<file path="src/design/ascal_pkg.sv">
// Shared types and constants for the averaged sensor calibration block.
// No dependencies; imported by every module of the block.
`timescale 1ns / 1ps
package ascal_pkg;

    localparam int SAMPLE_COUNT_LOG2_DEF = 3;
    localparam int COEF_FRAC_BITS_DEF    = 13;

    localparam int AXIS_W = 16;
    localparam int REG_W  = 3 * AXIS_W;
    localparam int DIFF_W = AXIS_W + 1;
    localparam int PROD_W = DIFF_W + AXIS_W;
    localparam int SUM_W  = PROD_W + 2;
    localparam int CFG_IDX_W = 3;

    localparam int QUEUE_DEPTH = 4;
    localparam int QPTR_W      = $clog2(QUEUE_DEPTH);

    localparam logic [REG_W-1:0] ROW0_RST   = 48'h0000_0000_2000;
    localparam logic [REG_W-1:0] ROW1_RST   = 48'h0000_2000_0000;
    localparam logic [REG_W-1:0] ROW2_RST   = 48'h2000_0000_0000;
    localparam logic [REG_W-1:0] OFFSET_RST = 48'h0000_0000_0000;

    typedef enum logic [CFG_IDX_W-1:0] {
        CFG_ROW0   = 3'd0,
        CFG_ROW1   = 3'd1,
        CFG_ROW2   = 3'd2,
        CFG_OFFSET = 3'd3
    } t_cfg_idx;

    typedef struct packed {
        logic signed [AXIS_W-1:0] z;
        logic signed [AXIS_W-1:0] y;
        logic signed [AXIS_W-1:0] x;
    } t_vec;

    typedef logic [2:0][REG_W-1:0] t_mat;

endpackage

</file>
<file path="src/design/ascal_queue.sv">
// Short queue of mean vectors between the front end and the math back end.
// Depends on ascal_pkg.
`timescale 1ns / 1ps
module ascal_queue import ascal_pkg::*; (
    input  logic i_clk,
    input  logic i_rst_n,
    input  logic i_push,
    input  t_vec i_data,
    output logic o_full,
    input  logic i_pop,
    output logic o_empty,
    output t_vec o_data
);

    t_vec r_mem [QUEUE_DEPTH];
    logic [QPTR_W-1:0] r_wr_ptr;
    logic [QPTR_W-1:0] r_rd_ptr;
    logic [QPTR_W:0]   r_count;
    logic w_push;
    logic w_pop;

    assign o_full  = (r_count == (QPTR_W+1)'(QUEUE_DEPTH));
    assign o_empty = (r_count == '0);
    assign w_push  = i_push && !o_full;
    assign w_pop   = i_pop && !o_empty;
    assign o_data  = r_mem[r_rd_ptr];

    always_ff @(posedge i_clk) begin
        if (w_push) begin
            r_mem[r_wr_ptr] <= i_data;
        end
    end

    always_ff @(posedge i_clk) begin
        if (!i_rst_n) begin
            r_wr_ptr <= '0;
            r_rd_ptr <= '0;
            r_count  <= '0;
        end else begin
            if (w_push) begin
                r_wr_ptr <= r_wr_ptr + QPTR_W'(1);
            end
            if (w_pop) begin
                r_rd_ptr <= r_rd_ptr + QPTR_W'(1);
            end
            case ({w_push, w_pop})
                2'b10:   r_count <= r_count + (QPTR_W+1)'(1);
                2'b01:   r_count <= r_count - (QPTR_W+1)'(1);
                default: r_count <= r_count;
            endcase
        end
    end

endmodule

</file>
<file path="config.mk">
export PLATFORM = sky130hd
export DESIGN_NAME = ascal_queue
export DESIGN_NICKNAME = d
export VERILOG_FILES = /design/src/design/ascal_pkg.sv /design/src/design/ascal_queue.sv
export SDC_FILE = /design/constraint.sdc
export NUM_CORES = 1
export LEC_CHECK = 0
export ABC_AREA = 0
export CAP_MARGIN = 20
export CELL_PAD_IN_SITES_DETAIL_PLACEMENT = 1
export CELL_PAD_IN_SITES_GLOBAL_PLACEMENT = 2
export CORE_MARGIN = 5
export CORE_UTILIZATION = 40
export DETAILED_ROUTE_END_ITERATION = 6
export DONT_BUFFER_PORTS = 1
export PLACE_DENSITY_LB_ADDON = 0.1
export SYNTH_ARGS = -nofsm -noshare
export SYNTH_HDL_FRONTEND = slang
export SYNTH_SLANG_ARGS = --single-unit
export TNS_END_PERCENT = 30
</file>
<file path="constraint.sdc">
create_clock -name i_clk -period 4.9 [get_ports i_clk]
set_clock_uncertainty 0.15 [all_clocks]
set_input_delay 0.245 -clock i_clk [delete_from_list [all_inputs] [get_ports i_clk]]
set_output_delay 0.245 -clock i_clk [all_outputs]
set_load 0.02 [all_outputs]
</file>
==> results by group <==
Drt
  – Vias/cell: between 5 and 6
  – WL/cell: between 20 and 25 um
  – Total iterations of the first detailed-routing run: 4
  – Routed vias: around 3.2k
  – Total wire length: approximately 14000 um
  – 1st-iter DRT viols: ~170
  – # DRC: 0
  – Post-DRT Antenna Nets: 0

Place
  – DP HPWL: 8290 um
  – Routability Congestion: just under 0.7
  – Placed insts: between 500 and 600
  – DP Area: 7660 um^2
  – Pre-CTS setup slack: approximately 1.9 ns
  – Port bufs: 0

Logic synthesis
  – Top FF cell, synth: edfxtp_1
  – Mux cell area share after synthesis: ~15%
  – Synth Area in XOR/XNOR: 0.236%
  – Synth unique cells: 23
  – Post-Synth Adder-Cell Area: roughly 1.1%
  – Most common cell in the netlist: edfxtp_1
  – Yosys reg bits: about 200
  – Seq/Total Area, Yosys: between 80% and 90%
  – Post-synthesis compound-gate area fraction: 0.541%
  – Largest cells by area after synthesis: edfxtp_1 (78%), mux4_2 (15%), dfxtp_1 (2.4%)
  – Number of flops mapped to enable cells by yosys: between 150 and 200
  – Synth top cells by count: edfxtp_1 (192), mux4_2 (48), dfxtp_1 (9)
  – Area leader, netlist: edfxtp_1
  – Simple-Gate Fraction of Synth Area: around 1.6%
  – Syn Area/Cell: 24.4 um^2
  – Share of the synthesized area in the top cell type: between 70% and 80%
  – Cell Area, Synth: approximately 7400 um^2
  – Share of flip-flops with an asynchronous set or reset: 0%
  – Ys Warns: 0
  – Gate Count Post-Synth: 304
  – Syn_nets: 362
  – Largest family of logic cells by synthesized area: multiplexers

Global route
  – Tot GR Track Use: 13.1%
  – Initial antenna violation count: 1
  – GR Layer Usage met2: 22.0%
  – Met1 GRT Util: between 15 and 20%
  – Vias in the first global route: 3546
  – Largest net degree at the start of global routing: between 40 and 50
  – Gr ovfl total: 0
  – Met3 Use GR: under 10%
  – First-pass GRT wire length: approximately 21000 um
  – GRT Max-Usage Layer: met2

Setup path
  – Worst Path Buf+Inv: 2
  – CP Class: reg -> reg
  – Worst path top cell family by delay: simple AND/OR/NAND/NOR gates
  – Worst r2r dst: r_count[2]
  – Worst path most repeated cell: inv_1
  – Register-to-Register Setup Slack: about 1.9 ns
  – Arr. time, crit path: between 3 and 4 ns
  – R2r startpoint: r_count[2]
  – CP max stage cell: nor3b_1
  – CP startpoint kind: flop
  – Crit Path Max Fanout: 7
  – Worst reg2reg path depth: 9
  – Slowest Stage Delay on Critical Path: 0.67 ns
  – Required @ worst endpoint: slightly above 5 ns
  – Crit path cell chain: nor3b_1, nor2b_1, inv_1, ha_1, inv_1, fa_1, xor2_1, or3_1, a21boi_0
  – Crit. End Element: flop

Timing
  – Final Setup Violations: 0
  – Max Clk Rate: approximately 330 MHz
  – Worst setup margin: ~1.9 ns
  – Max Slew Vio Count: 0
  – Relative max-transition margin: 32.3%
  – RSZ-0062 raised after global routing: no
  – Setup TNS Final: 0 ns
  – Final hold vios: 0
  – Slew @ Worst Pin: between 1 and 1.5 ns
  – Period utilisation layout: 61.4%
  – Final min period: ~3.0 ns

Die
  – Die W: ~150 um
  – Die height: between 100 and 150 um
  – Site Rows: 49
  – Starting density of the core: 41.0%
  – I/O pin count: between 100 and 150
  – Core Region: roughly 18000 um^2
  – Die Area: roughly 21000 um^2

Final layout
  – Non-Filler Instances: about 620
  – Sequential cell area: slightly below 6000 um^2
  – Fin nets: 430
  – Fill cells: around 1.6k
  – Layout area overhead: 19.7%
  – Final Cell Area: roughly 9000 um^2
  – Area occupied by multi-input gates: roughly 1400 um^2
  – Layout cells sized above 1: 22.9%

Status
  – Status: completed

Job
  – Maxcap violations: 0

Power and ir drop
  – Pwr Total: ~4.6 mW
  – P per Cell Area: between 500 and 600 nW/um^2
  – Worst VDD drop: 286 uV
  – LEAKAGE: between 2 and 3 nW

Clock network
  – H-tree depth: 1
  – Clock sink count: between 200 and 250
  – Clock Latency Late Sink: 0.48 ns
  – Post-CTS Resized: 0
  – Clock-pin slew on the worst setup and hold paths: 0.05 ns
  – Num CTS Buffers: 22
  – CTS Root Cell: clkbuf_16
  – CTS Buffer Depth: 3
  – CTS tree: done

Hold path
  – Worst Min Path Start: i_push
  – Hold endpoint: r_wr_ptr[1]
  – Worst hold stages: 2
  – Hold Crit Class: in -> reg
[kinds of logic after synthesis]
family                   Yosys count
flip-flops                       201
multiplexers                      50
AND/OR/NAND/NOR                   20
buffers and inverters             18
AO/OA/AOI/OAI                      7
adder cells (fa/ha/maj)            6
XOR/XNOR                           2
[power by group]
part           switching, mW  internal [mW]  leakage, nW
combinational          0.587          0.369        0.625
clock                  0.608          0.915        0.331
sequential            0.0793           2.08         1.84
total                   1.27           3.36         2.79
[registers in the layout, summed over array words and instances (netlist names), named ones only]
signal / count
r_mem: 192
r_count: 3
r_rd_ptr: 2
r_wr_ptr: 2
[layout by cell type, fill, tap and decap left out, types with 5 or more instances in the layout]
cell type,count
clkbuf_16,23
inv_1,6
mux4_2,48
o21ai_0,5
dfxtp_1,7
ha_1,5
buf_4,5
edfxtp_1,192
nand2_1,7
dlygate4sd3_1,50
clkbuf_1,8
[layer usage]
| metal | vias up | wire length [um] |
|---|---|---|
| met5 | - | 0 |
| met4 | 0 | 255 |
| met3 | 25 | 923 |
| met2 | 86 | 7010 |
| met1 | 1658 | 5630 |
| li1 | 1419 | - |
[area by class of cell]
class	count	share of cell area (%)
diodes	1	0.0282
flip-flops and latches	201	67.1
clock inverters	9	0.804
inverters	6	0.254
repair buffers	56	6.38
well taps	229	3.23
multi-input cells	85	15.4
clock buffers	31	6.83
[how the worst max path moves through the flow]
stage                     startpoint    endpoint  slack, ns  cells after the start
after floorplan           r_count[2]  r_count[2]       2.24                     10
after global placement    r_count[2]  r_count[2]       1.99                      9
after detailed placement  r_count[2]  r_count[2]       1.88                      9
after CTS                 r_count[2]  r_count[2]       1.86                      9
after global routing      r_count[2]  r_count[2]       1.66                      9
final                     r_count[2]  r_count[2]       1.89                      9
[worst register-to-register path, stage by stage (launching register included)]
cell	delay [ns]
dfxtp_1	0.38
nor3b_1	0.67
nor2b_1	0.31
inv_1	0.12
ha_1	0.19
inv_1	0.07
fa_1	0.38
xor2_1	0.16
or3_1	0.30
a21boi_0	0.19
[stage by stage]
step	utilization (%)	hold WS, ns
2_1_floorplan	-	0.194
3_3_place_gp	42.4	0.194
3_5_place_dp	42.4	0.194
4_1_cts	48.9	0.00711
5_1_grt	49.0	0.0301
6_report	49.0	0.0174
[what timing repair did]
action                     4_1_cts  5_1_grt
setup buffers                    0        0
hold buffers                    50        0
setup endpoints to repair        0        0
hold endpoints to repair       201        0
(Power assumes the default switching activity.)
