===== src/design/ascal_pkg.sv =====
// Shared types and constants for the averaged sensor calibration block.
// No dependencies; imported by every module of the block.
`timescale 1ns / 1ps
package ascal_pkg;

    localparam int SAMPLE_COUNT_LOG2_DEF = 3;
    localparam int COEF_FRAC_BITS_DEF    = 13;

    localparam int AXIS_W = 16;
    localparam int REG_W  = 3 * AXIS_W;
    localparam int DIFF_W = AXIS_W + 1;
    localparam int PROD_W = DIFF_W + AXIS_W;
    localparam int SUM_W  = PROD_W + 2;
    localparam int CFG_IDX_W = 3;

    localparam int QUEUE_DEPTH = 4;
    localparam int QPTR_W      = $clog2(QUEUE_DEPTH);

    localparam logic [REG_W-1:0] ROW0_RST   = 48'h0000_0000_2000;
    localparam logic [REG_W-1:0] ROW1_RST   = 48'h0000_2000_0000;
    localparam logic [REG_W-1:0] ROW2_RST   = 48'h2000_0000_0000;
    localparam logic [REG_W-1:0] OFFSET_RST = 48'h0000_0000_0000;

    typedef enum logic [CFG_IDX_W-1:0] {
        CFG_ROW0   = 3'd0,
        CFG_ROW1   = 3'd1,
        CFG_ROW2   = 3'd2,
        CFG_OFFSET = 3'd3
    } t_cfg_idx;

    typedef struct packed {
        logic signed [AXIS_W-1:0] z;
        logic signed [AXIS_W-1:0] y;
        logic signed [AXIS_W-1:0] x;
    } t_vec;

    typedef logic [2:0][REG_W-1:0] t_mat;

endpackage


===== src/design/ascal_front.sv =====
// Front end: accumulates raw samples per axis and emits the floored mean.
// Depends on ascal_pkg.
`timescale 1ns / 1ps
module ascal_front import ascal_pkg::*; #(
    parameter int SAMPLE_COUNT_LOG2 = SAMPLE_COUNT_LOG2_DEF
) (
    input  logic i_clk,
    input  logic i_rst_n,
    input  logic i_valid,
    input  logic i_ready,
    input  t_vec i_raw,
    output logic o_push,
    output t_vec o_mean
);

    localparam int ACC_W = AXIS_W + SAMPLE_COUNT_LOG2;
    localparam int CNT_W = (SAMPLE_COUNT_LOG2 > 0) ? SAMPLE_COUNT_LOG2 : 1;
    localparam logic [CNT_W-1:0] CNT_LAST = CNT_W'((1 << SAMPLE_COUNT_LOG2) - 1);

    logic signed [ACC_W-1:0] r_sum [3];
    logic signed [ACC_W-1:0] n_sum [3];
    logic [CNT_W-1:0] r_cnt;
    logic [CNT_W-1:0] n_cnt;
    logic w_acc;
    logic w_last;

    assign w_acc  = i_valid && i_ready;
    assign w_last = (r_cnt == CNT_LAST);
    assign o_push = w_acc && w_last;

    always_comb begin
        n_sum[0] = r_sum[0] + ACC_W'(i_raw.x);
        n_sum[1] = r_sum[1] + ACC_W'(i_raw.y);
        n_sum[2] = r_sum[2] + ACC_W'(i_raw.z);
        o_mean.x = AXIS_W'(n_sum[0] >>> SAMPLE_COUNT_LOG2);
        o_mean.y = AXIS_W'(n_sum[1] >>> SAMPLE_COUNT_LOG2);
        o_mean.z = AXIS_W'(n_sum[2] >>> SAMPLE_COUNT_LOG2);
        n_cnt    = w_last ? '0 : r_cnt + CNT_W'(1);
    end

    always_ff @(posedge i_clk) begin
        if (!i_rst_n) begin
            r_cnt <= '0;
            for (int a = 0; a < 3; a++) begin
                r_sum[a] <= '0;
            end
        end else if (w_acc) begin
            r_cnt <= n_cnt;
            for (int a = 0; a < 3; a++) begin
                r_sum[a] <= w_last ? '0 : n_sum[a];
            end
        end
    end

endmodule


===== config.mk =====
export PLATFORM = sky130hd
export DESIGN_NAME = ascal_front
export DESIGN_NICKNAME = d
export VERILOG_FILES = /design/src/design/ascal_pkg.sv /design/src/design/ascal_front.sv
export SDC_FILE = /design/constraint.sdc
export NUM_CORES = 1
export LEC_CHECK = 0
export BUFFER_PORTS_ARGS = -buffer_cell sky130_fd_sc_hd__buf_2
export CAP_MARGIN = 20
export CORE_AREA = 2 2 122 101
export CTS_BUF_LIST = sky130_fd_sc_hd__clkbuf_16
export CTS_CLUSTER_DIAMETER = 80
export DETAILED_ROUTE_END_ITERATION = 8
export DIE_AREA = 0 0 124 103
export MAX_ROUTING_LAYER = met4
export PLACE_DENSITY = 0.72
export SLEW_MARGIN = 20
export SYNTH_ARGS = -nofsm -noshare
export SYNTH_HDL_FRONTEND = slang
export SYNTH_SLANG_ARGS = --single-unit

===== constraint.sdc =====
create_clock -name i_clk -period 3.3 [get_ports i_clk]
set_input_delay 0.66 -clock i_clk [delete_from_list [all_inputs] [get_ports i_clk]]
set_output_delay 0.66 -clock i_clk [all_outputs]
set_load 0.005 [all_outputs]

==> results of run 1 <==
==> Yosys cell counts, drive strengths merged, types with 7 or more instances <==
library cell | n | area, µm²
nand2 | 58 | 220.2
a21oi | 57 | 289.0
buf | 57 | 405.4
edfxtp | 57 | 1712
ha | 56 | 700.7
and2 | 43 | 269.0
nor2 | 41 | 153.9
o21ai | 32 | 171.4
xnor2 | 23 | 201.4
a21o | 21 | 157.7
xor2 | 19 | 166.4
inv | 16 | 60.06
nand3 | 14 | 70.07
nor3 | 13 | 75.07
clkbuf | 10 | 37.54
a31oi | 9 | 83.83
nand4 | 9 | 62.56
or2 | 9 | 56.30
a211oi | 7 | 57.55
==> state kept, by name, indices dropped and copies added (netlist names) <==
| register | count |
|---|---|
| r_sum | 57 |
| r_cnt | 3 |
==> metal layers <==
metal  wire length [µm]  vias to the layer above  GRT usage
met5                  0                        -          -
met4                165                        0    0.07001
met3                703                       18    0.04923
met2               6128                      144     0.3301
met1               6307                     2161     0.2865
li1                   -                     2325          -
==> timing repair <==
action	in CTS	in global routing
setup buffers	0	1
resized for setup	1	16
pin swaps	0	8
setup endpoints to repair	1	13
hold buffers	0	0
==> report_power, final <==
part / internal (mW) / switching, mW / total (mW)
combinational: 0.450 / 0.589 / 1.04
clock: 0.488 / 0.341 / 0.829
sequential: 0.901 / 0.0193 / 0.920
total: 1.84 / 0.949 / 2.79
==> metrics by stage <==
step | setup WS [ns] | TNS (ns) | cell area [µm²]
after CTS | 0.06602 | 0 | 6254
after floorplan | 0.3313 | 0 | 5662
final | 0.02742 | 0 | 6319
after global routing | -0.01818 | -0.04844 | 6319
after detailed placement | 0.008968 | 0 | 6001
after global placement | 0.05322 | 0 | 6001
==> critical path, cell delays in order <==
cell and delay [ns]:
buf_2 0.10, ha_1 0.35, a21o_1 0.18, a21oi_1 0.16, nand2_1 0.18, buf_4 0.21
a31oi_2 0.33, a31oi_1 0.16, o31a_1 0.15, buf_2 0.14
==> cell type report <==
cell class,instances,area (µm²)
Clock buffer,9,225.2
Multi-Input combinational cell,481,3457
Inverter,16,60.06
Timing Repair Buffer,112,590.6
Sequential cell,60,1772
Fill cell,1105,5393
Tap cell,152,190.2
Clock inverter,6,23.77
==> worst min path at each step <==
stage | cells after the start | endpoint | slack, ns | startpoint
2_1_floorplan | 2 | r_cnt[1] | 0.45 | r_cnt[1]
5_1_grt | 2 | r_cnt[1] | 0.50 | r_cnt[1]
3_3_place_gp | 2 | r_cnt[2] | 0.46 | r_cnt[2]
4_1_cts | 2 | r_cnt[1] | 0.47 | r_cnt[1]
3_5_place_dp | 2 | r_cnt[1] | 0.47 | r_cnt[1]
6_report | 2 | r_cnt[1] | 0.47 | r_cnt[1]
==> kinds of logic (layout without fill, tap and decap cells) <==
logic type,after synthesis,in the layout,share of synthesized area
XOR/XNOR,42,42,0.06497
adder cells (fa/ha/maj),59,59,0.1344
flip-flops,60,60,0.3129
AND/OR/NAND/NOR,211,211,0.1945
multiplexers,10,10,0.01856
AO/OA/AOI/OAI,159,159,0.1859
buffers and inverters,83,143,0.08884
==> impl_metrics.tcl, run 1 <==
set metrics [dict create \
    cts_buffers 9 \
    worstSetupStartpointType "input port" \
    ir_drop_mv 0.3563 \
    grt_max_degree 47 \
    ys_seq_area_frac 0.3129 \
    synth_flop_cell "edfxtp_1" \
    portBuffers 100 \
    ys_seq_elements 60 \
    r2r_end "r_sum[0][10]" \
    tritoncts "done" \
    dieArea_um2 12770 \
    final_layout_size_suffix_gt1_frac 0.2456 \
    yosysWarningCount 0 \
    die_width_um 124 \
    cts-root-buf "clkbuf_16" \
    hold_path.class "reg -> reg" \
    required_ns 2.64 \
    die_y_um 103 \
    n_antenna_cell 0 \
    rsz0062_at_grt "true" \
    drt_iter0_drc 247 \
    dpl.hpwl_mm 9.907 \
    slew_viol_final 0 \
    start_util 0.4834 \
    groute.usage.overall 0.2166 \
    syn_area_um2 5662 \
    vias 4648 \
    power_density_nw_per_um2 441.2 \
    r2r-start "r_sum[0][0]" \
    arrival_ns 2.61 \
    rows 36 \
    clkSinkCount 60 \
    p_total_mw 2.788 \
    fin_hold_ws_ns 0.4693 \
    avgSynthCellArea_um2 9.073 \
    grt_pass1_wl_mm 20.77 \
    viasPerCell 5.560 \
    reg2reg_slack_ns 0.87 \
    post-route-period-util 0.9917 \
    nNetsFinal 791 \
    ant_nets 0 \
    worst_slew_pin_slew_ns 0.5238 \
    ios 101 \
    cts_buffer_depth 2 \
    instances_no_fill 836 \
    final_util 0.5395 \
    routabilityCongestion 0.8821 \
    syn_nets 735 \
    relSlewSlack 0.6490 \
    fin_skew_ns 0.009015 \
    cp-end-kind "output pin" \
    p_leak_nw 2.854 \
    r2r_cells 9 \
    clk_pin_slew_ns 0.05 \
    yosysUniqueCellTypes 65 \
    drc 0 \
    timing.final.crit_period_ns 3.273 \
    avgRoutedWirePerCell_um 15.92 \
    timing.fmax_mhz 305.6 \
    grt_pass1_vias 4290 \
    final_common_cell "buf_2" \
    core_um2 11710 \
    crit_end "o_mean[14]" \
    ctsHtreeMaxLevel 3 \
    setup_viol 0 \
    final_cell_mix "buf_2, edfxtp_1, nand2_1" \
    crit_type "in -> out" \
    grt.overflow.total 0 \
    antenna_found_initial 0 \
    dpl.cell_count 820 \
    routed_wl_mm 13.31 \
    synth_cells 624 \
    hold_viol_final 0 \
    critical_path.startpoint "i_raw[3]" \
    clock_latency_ns 0.34 \
    crit_fanout 5 \
    syn_to_final_growth_pct 11.60 \
    outcome "complete, no violations" \
    drtPass1Iterations 5 \
    cap_violations 0 \
    synth_async_sr_flop_share 0 \
    synth_edf_count 57 \
]
Note: power is estimated with default switching activity, not from simulation.
==> run 2, diff against run 1 <==
--- a/config.mk
+++ b/config.mk
@@ -9,3 +9,5 @@
 export CAP_MARGIN = 20
-export CORE_AREA = 2 2 122 101
+export CELL_PAD_IN_SITES_DETAIL_PLACEMENT = 2
+export CELL_PAD_IN_SITES_GLOBAL_PLACEMENT = 2
+export CORE_AREA = 2 2 146 119
 export CTS_BUF_LIST = sky130_fd_sc_hd__clkbuf_16
@@ -13,5 +15,5 @@
 export DETAILED_ROUTE_END_ITERATION = 8
-export DIE_AREA = 0 0 124 103
+export DIE_AREA = 0 0 148 121
 export MAX_ROUTING_LAYER = met4
-export PLACE_DENSITY = 0.72
+export PLACE_DENSITY_LB_ADDON = 0.1
 export SLEW_MARGIN = 20
--- a/constraint.sdc
+++ b/constraint.sdc
@@ -3,2 +3,2 @@
 set_output_delay 0.66 -clock i_clk [all_outputs]
-set_load 0.005 [all_outputs]
+set_load 0.02 [all_outputs]
==> run 2 against run 1 <==
  * Utilization down 12 points
  * Sequential power barely moved
  * Setup slack better by 0.074 ns
  * Clock skew shrank 0.0012 ns
  * Count of clock-buffer cells in the layout did not move
  * Die area is 40% higher
==> impl_metrics.tcl, run 2 (synthesis gave the netlist of run 1 again) <==
set metrics [dict create \
    worstSetupStartpointType "input port" \
    r2r_end "r_sum[0][16]" \
    nNetsFinal 812 \
    clock_latency_ns 0.34 \
    crit_end "o_mean[9]" \
    post-route-period-util 0.9693 \
    final_layout_size_suffix_gt1_frac 0.3201 \
    hold_path.class "reg -> reg" \
    drc 0 \
    hold_viol_final 0 \
    portBuffers 100 \
    grt_max_degree 58 \
    relSlewSlack 0.6415 \
    dpl.cell_count 904 \
    fin_skew_ns 0.007836 \
    dpl.hpwl_mm 12.65 \
    timing.fmax_mhz 312.6 \
    drtPass1Iterations 4 \
    required_ns 2.64 \
    routed_wl_mm 17.34 \
    path_cells "buf_2, ha_2, inv_2, fa_2, nand2b_4, a21oi_4, o211ai_1, buf_4, and2_4, o21ai_2, nor2_1, buf_2" \
    cts_buffers 9 \
    grt_pass1_wl_mm 27.80 \
    final_common_cell "buf_2" \
    worst_slew_pin_slew_ns 0.5377 \
    drt_iter0_drc 179 \
    cts_hold_buf 0 \
    routabilityCongestion 0.8804 \
    critical_path.startpoint "i_raw[0]" \
    avgRoutedWirePerCell_um 18.72 \
    largest_reg_flops 57 \
    r2r-start "r_sum[0][3]" \
    antenna_found_initial 0 \
    dieArea_um2 17910 \
    cap_violations 0 \
    arrival_ns 2.54 \
    reg2reg_slack_ns 0.68 \
    p_leak_nw 3.042 \
    outcome "complete, no violations" \
    cts_buffer_depth 2 \
    cp_slowest_cell "fa_2" \
    crit_fanout 3 \
    crit_type "in -> out" \
    nFillCells 1786 \
    ios 101 \
    power_density_nw_per_um2 462.9 \
    slowest_delay_ns 0.36 \
    rows 42 \
    largestRegisters "r_sum (57), r_cnt (3)" \
    top_register "r_sum" \
    tritoncts "done" \
    setup_viol 0 \
    ctsHtreeMaxLevel 3 \
    ir_drop_mv 0.2483 \
    slew_viol_final 0 \
    grt_pass1_vias 5291 \
    syn_to_final_growth_pct 20.95 \
    r2r_cells 9 \
    place_area_um2 6218 \
    die_width_um 148 \
    vias 4863 \
    viasPerCell 5.252 \
    crit_path_frequent_cell "buf_2" \
    die_y_um 121 \
    ant_nets 0 \
    groute.usage.overall 0.2009 \
    seqCellArea_um2 1772 \
    cts-root-buf "clkbuf_16" \
    cp-end-kind "output pin" \
    instances_no_fill 926 \
    start_util 0.3453 \
    grt.overflow.total 0 \
    final_design_area_no_fill_um2 6848 \
    clk_pin_slew_ns 0.05 \
    core_um2 16400 \
    clkSinkCount 60 \
    multi_input_area_um2 3705 \
    n_antenna_cell 0 \
    timing.final.crit_period_ns 3.199 \
    final_cell_mix "buf_2, edfxtp_1, nand2_1" \
]
[run 2: changes by cell type in the layout (fill, tap and decap cells not counted), sizes merged]
cell    before  now
buf        112  133
clkinv       5    4
inv         17   19
[run 2: worst min path at each step]
stage               startpoint       end  slack (ns)  cells after the start
floorplan             r_cnt[1]  r_cnt[1]        0.45                      2
global placement      r_cnt[2]  r_cnt[2]        0.45                      2
detailed placement    r_cnt[1]  r_cnt[1]        0.48                      2
CTS                   r_cnt[1]  r_cnt[1]        0.51                      2
global route          r_cnt[1]  r_cnt[1]        0.54                      2
finish                r_cnt[1]  r_cnt[1]        0.49                      2
[run 2: report_power, final]
part           internal, mW  total [mW]  leakage, nW  switching (mW)
clock network         0.492       0.856        0.138           0.364
logic                 0.536        1.39         2.27           0.859
registers             0.900       0.920        0.633          0.0197
total                  1.93        3.17         3.04            1.24
[run 2: metal layers]
metal / global-route usage / up-vias / part of all wire
li1: - / 2364 / -
met1: 0.2655 / 2412 / 0.48
met2: 0.3273 / 74 / 0.48
met3: 0.03195 / 13 / 0.029
met4: 0.04405 / 0 / 0.0088
met5: - / - / 0
[run 2: critical path, delay by kind of cell]
kind                     cells  cell delay (ns)
AO/OA/AOI/OAI                3             0.49
buffers and inverters        4             0.46
AND/OR/NAND/NOR              3             0.38
adder cells (fa/ha/maj)      2             0.54
[run 2: what timing repair did]
item | 4_1_cts | 5_1_grt
gates resized for setup | 23 | 55
pin swaps | 10 | 22
endpoints found under the setup margin | 11 | 25
setup buffers | 1 | 6
[run 2: area by class of cell]
| class | count | share of cell area |
|---|---|---|
| Tap cell | 220 | 0.04020 |
| Inverter | 16 | 0.008770 |
| Sequential cell | 60 | 0.2587 |
| Multi-Input combinational cell | 481 | 0.5410 |
| Clock buffer | 9 | 0.03289 |
| Clock inverter | 7 | 0.004202 |
| Timing Repair Buffer | 133 | 0.1142 |
[run 2: stage by stage]
step             util  hold slack (ns)  setup slack [ns]  total power [mW]  setup TNS [ns]
2_1_floorplan       -           0.4472            0.3081             1.981               0
3_3_place_gp   0.3793           0.4524          -0.03186             2.173        -0.05088
3_5_place_dp   0.3793           0.4830           -0.1297             2.214         -0.5041
4_1_cts        0.4003           0.5065          0.005794             3.125               0
5_1_grt        0.4177           0.5414          -0.03502             3.365        -0.09608
6_report       0.4177           0.4900            0.1012             3.170               0
==> run 3, diff against run 2 <==
CORE_AREA = 2 2 140 115   (was 2 2 146 119)
CTS_BUF_LIST = not set   (was sky130_fd_sc_hd__clkbuf_16)
DIE_AREA = 0 0 142 117   (was 0 0 148 121)
clock period = 3.8 ns   (was 3.3 ns; I/O delays follow)
==> run 3 against run 2 <==
  * Cell area down 7.6%
  * Setup slack improved by 0.092 ns
  * Hold slack better by 0.0032 ns
  * Clock power is 3.6% lower
  * Cell count fell by 5.5%
  * Global-route usage rose by 1.2 points
  * Utilization is 0.53 points lower
  * Flip-flop and latch count stayed put
  * Sequential power shrank 13%
  * Count of clock-buffer cells in the layout is 1 higher
  * Clock skew shrank 0.0035 ns
  * Largest power group unchanged
==> impl_metrics.tcl, run 3 (synthesis gave the netlist of run 1 again) <==
set metrics [dict create \
    cp-end-kind "output pin" \
    nFillCells 1720 \
    drc 0 \
    worst_slew_pin_slew_ns 0.7579 \
    r2r_cells 9 \
    path_cells "buf_2, ha_1, inv_1, fa_1, nand2b_1, a21oi_2, o211ai_1, and2_1, o21ai_0, nor2_1, buf_2" \
    ctsHtreeMaxLevel 3 \
    ir_drop_mv 0.2377 \
    place_area_um2 6037 \
    grt.overflow.total 0 \
    ios 101 \
    syn_to_final_growth_pct 11.71 \
    slew_viol_final 0 \
    grt_pass1_vias 5157 \
    largestRegisters "r_sum (57), r_cnt (3)" \
    relSlewSlack 0.4921 \
    grt_max_degree 30 \
    dieArea_um2 16610 \
    r2r-start "r_sum[0][0]" \
    grt_pass1_wl_mm 26.73 \
    rsz0062_at_grt "false" \
    tritoncts "done" \
    ant_nets 0 \
    vias 4769 \
    crit_type "in -> out" \
    clkSinkCount 60 \
    clock_latency_ns 0.34 \
    portBuffers 100 \
    final_util 0.4124 \
    min_path_cells 2 \
    r2r_end "r_sum[0][10]" \
    die_y_um 117 \
    start_util 0.3691 \
    cp_slowest_cell "fa_1" \
    outcome "complete, no violations" \
    cts_buffer_depth 2 \
    power_density_nw_per_um2 425.6 \
    rows 41 \
    final_common_cell "buf_2" \
    cts_buffers 9 \
    die_width_um 142 \
    whs_endpoint "r_cnt[2]" \
    final_design_area_no_fill_um2 6325 \
    avgRoutedWirePerCell_um 18.85 \
    fin_skew_ns 0.004364 \
    groute.usage.overall 0.2134 \
    worstSetupStartpointType "input port" \
    routed_wl_mm 16.49 \
    setup_tns_ns 0 \
    timing.final.crit_period_ns 3.606 \
    p_leak_nw 2.839 \
    cap_violations 0 \
    reg2reg_slack_ns 1.27 \
    final_cell_mix "buf_2, edfxtp_1, nand2_1, ha_1, a21oi_1" \
    routabilityCongestion 0.8041 \
    clk_pin_slew_ns 0.06 \
    cts-root-buf "clkbuf_16" \
    cts_hold_buf 0 \
    antenna_found_initial 0 \
    hold_viol_final 0 \
    viasPerCell 5.450 \
    core_um2 15340 \
    top_register "r_sum" \
    min_from "r_cnt[2]" \
    crit_path_frequent_cell "buf_2" \
    drtPass1Iterations 5 \
    final_layout_size_suffix_gt1_frac 0.2243 \
    setup_viol 0 \
    dpl.hpwl_mm 12.60 \
    slowest_delay_ns 0.39 \
    nNetsFinal 788 \
    crit_fanout 3 \
    hold_path.class "reg -> reg" \
    post-route-period-util 0.9491 \
    n_antenna_cell 0 \
    required_ns 3.04 \
    timing.fmax_mhz 277.3 \
    drt_iter0_drc 171 \
    arrival_ns 2.85 \
    largest_reg_flops 57 \
]
run 3: cell count changes in the layout (fill, tap and decap cells not counted), sizes merged:
cell      delta
buf         -24
inv          -3
bufinv       +1
clkbuf       +1
clkinvlp     +1
run 3: through the flow:
| stage | power [mW] | std cells | hold WS, ns | worst slack [ns] |
|---|---|---|---|---|
| floorplan | 1.720 | 624 | 0.4472 | 0.6081 |
| global placement | 1.849 | 859 | 0.4531 | 0.2079 |
| detailed placement | 1.881 | 859 | 0.4886 | 0.1502 |
| CTS | 2.729 | 875 | 0.4965 | 0.1215 |
| global route | 2.855 | 875 | 0.5224 | 0.04102 |
| finish | 2.692 | 875 | 0.4933 | 0.1936 |
run 3: area by class of cell:
class	count	area (µm²)	share of cell area
multi-input combinational	481	3400	0.5375
clock buffer	10	229.0	0.03620
clock inverter	6	55.05	0.008704
sequential	60	1772	0.2801
timing repair buffer	109	568.0	0.08981
inverter	16	60.06	0.009496
tap	193	241.5	0.03818
run 3: metal layers:
metal  up-vias  share of wire  GRT usage
li1       2309              -          -
met1      2361           0.48     0.2708
met2        82           0.48     0.3556
met3        17          0.027    0.03784
met4         0          0.011    0.05533
met5         -              0          -
run 3: where the power goes:
group	switching [mW]	internal, mW
registers	0.0180	0.782
clock network	0.324	0.501
logic	0.682	0.385
total	1.02	1.67
run 3: what timing repair did:
item	4_1_cts	5_1_grt
buffers inserted	0	0
endpoints found under the setup margin	0	4
gates resized for setup	0	1
run 3: worst max path at each step:
stage | startpoint | end | slack, ns | cells past startpoint
floorplan | i_raw[0] | o_mean[9] | 0.61 | 10
global placement | i_raw[0] | o_mean[15] | 0.21 | 11
detailed placement | i_raw[0] | o_mean[9] | 0.15 | 11
CTS | i_raw[0] | o_mean[9] | 0.12 | 11
global route | i_raw[32] | o_mean[41] | 0.04 | 10
finish | i_raw[0] | o_mean[9] | 0.19 | 11
run 3: critical path, delay by kind of cell:
| family | cells | cell delay [ns] |
|---|---|---|
| AND/OR/NAND/NOR | 3 | 0.51 |
| AO/OA/AOI/OAI | 3 | 0.71 |
| adder cells (fa/ha/maj) | 2 | 0.56 |
| buffers and inverters | 3 | 0.30 |
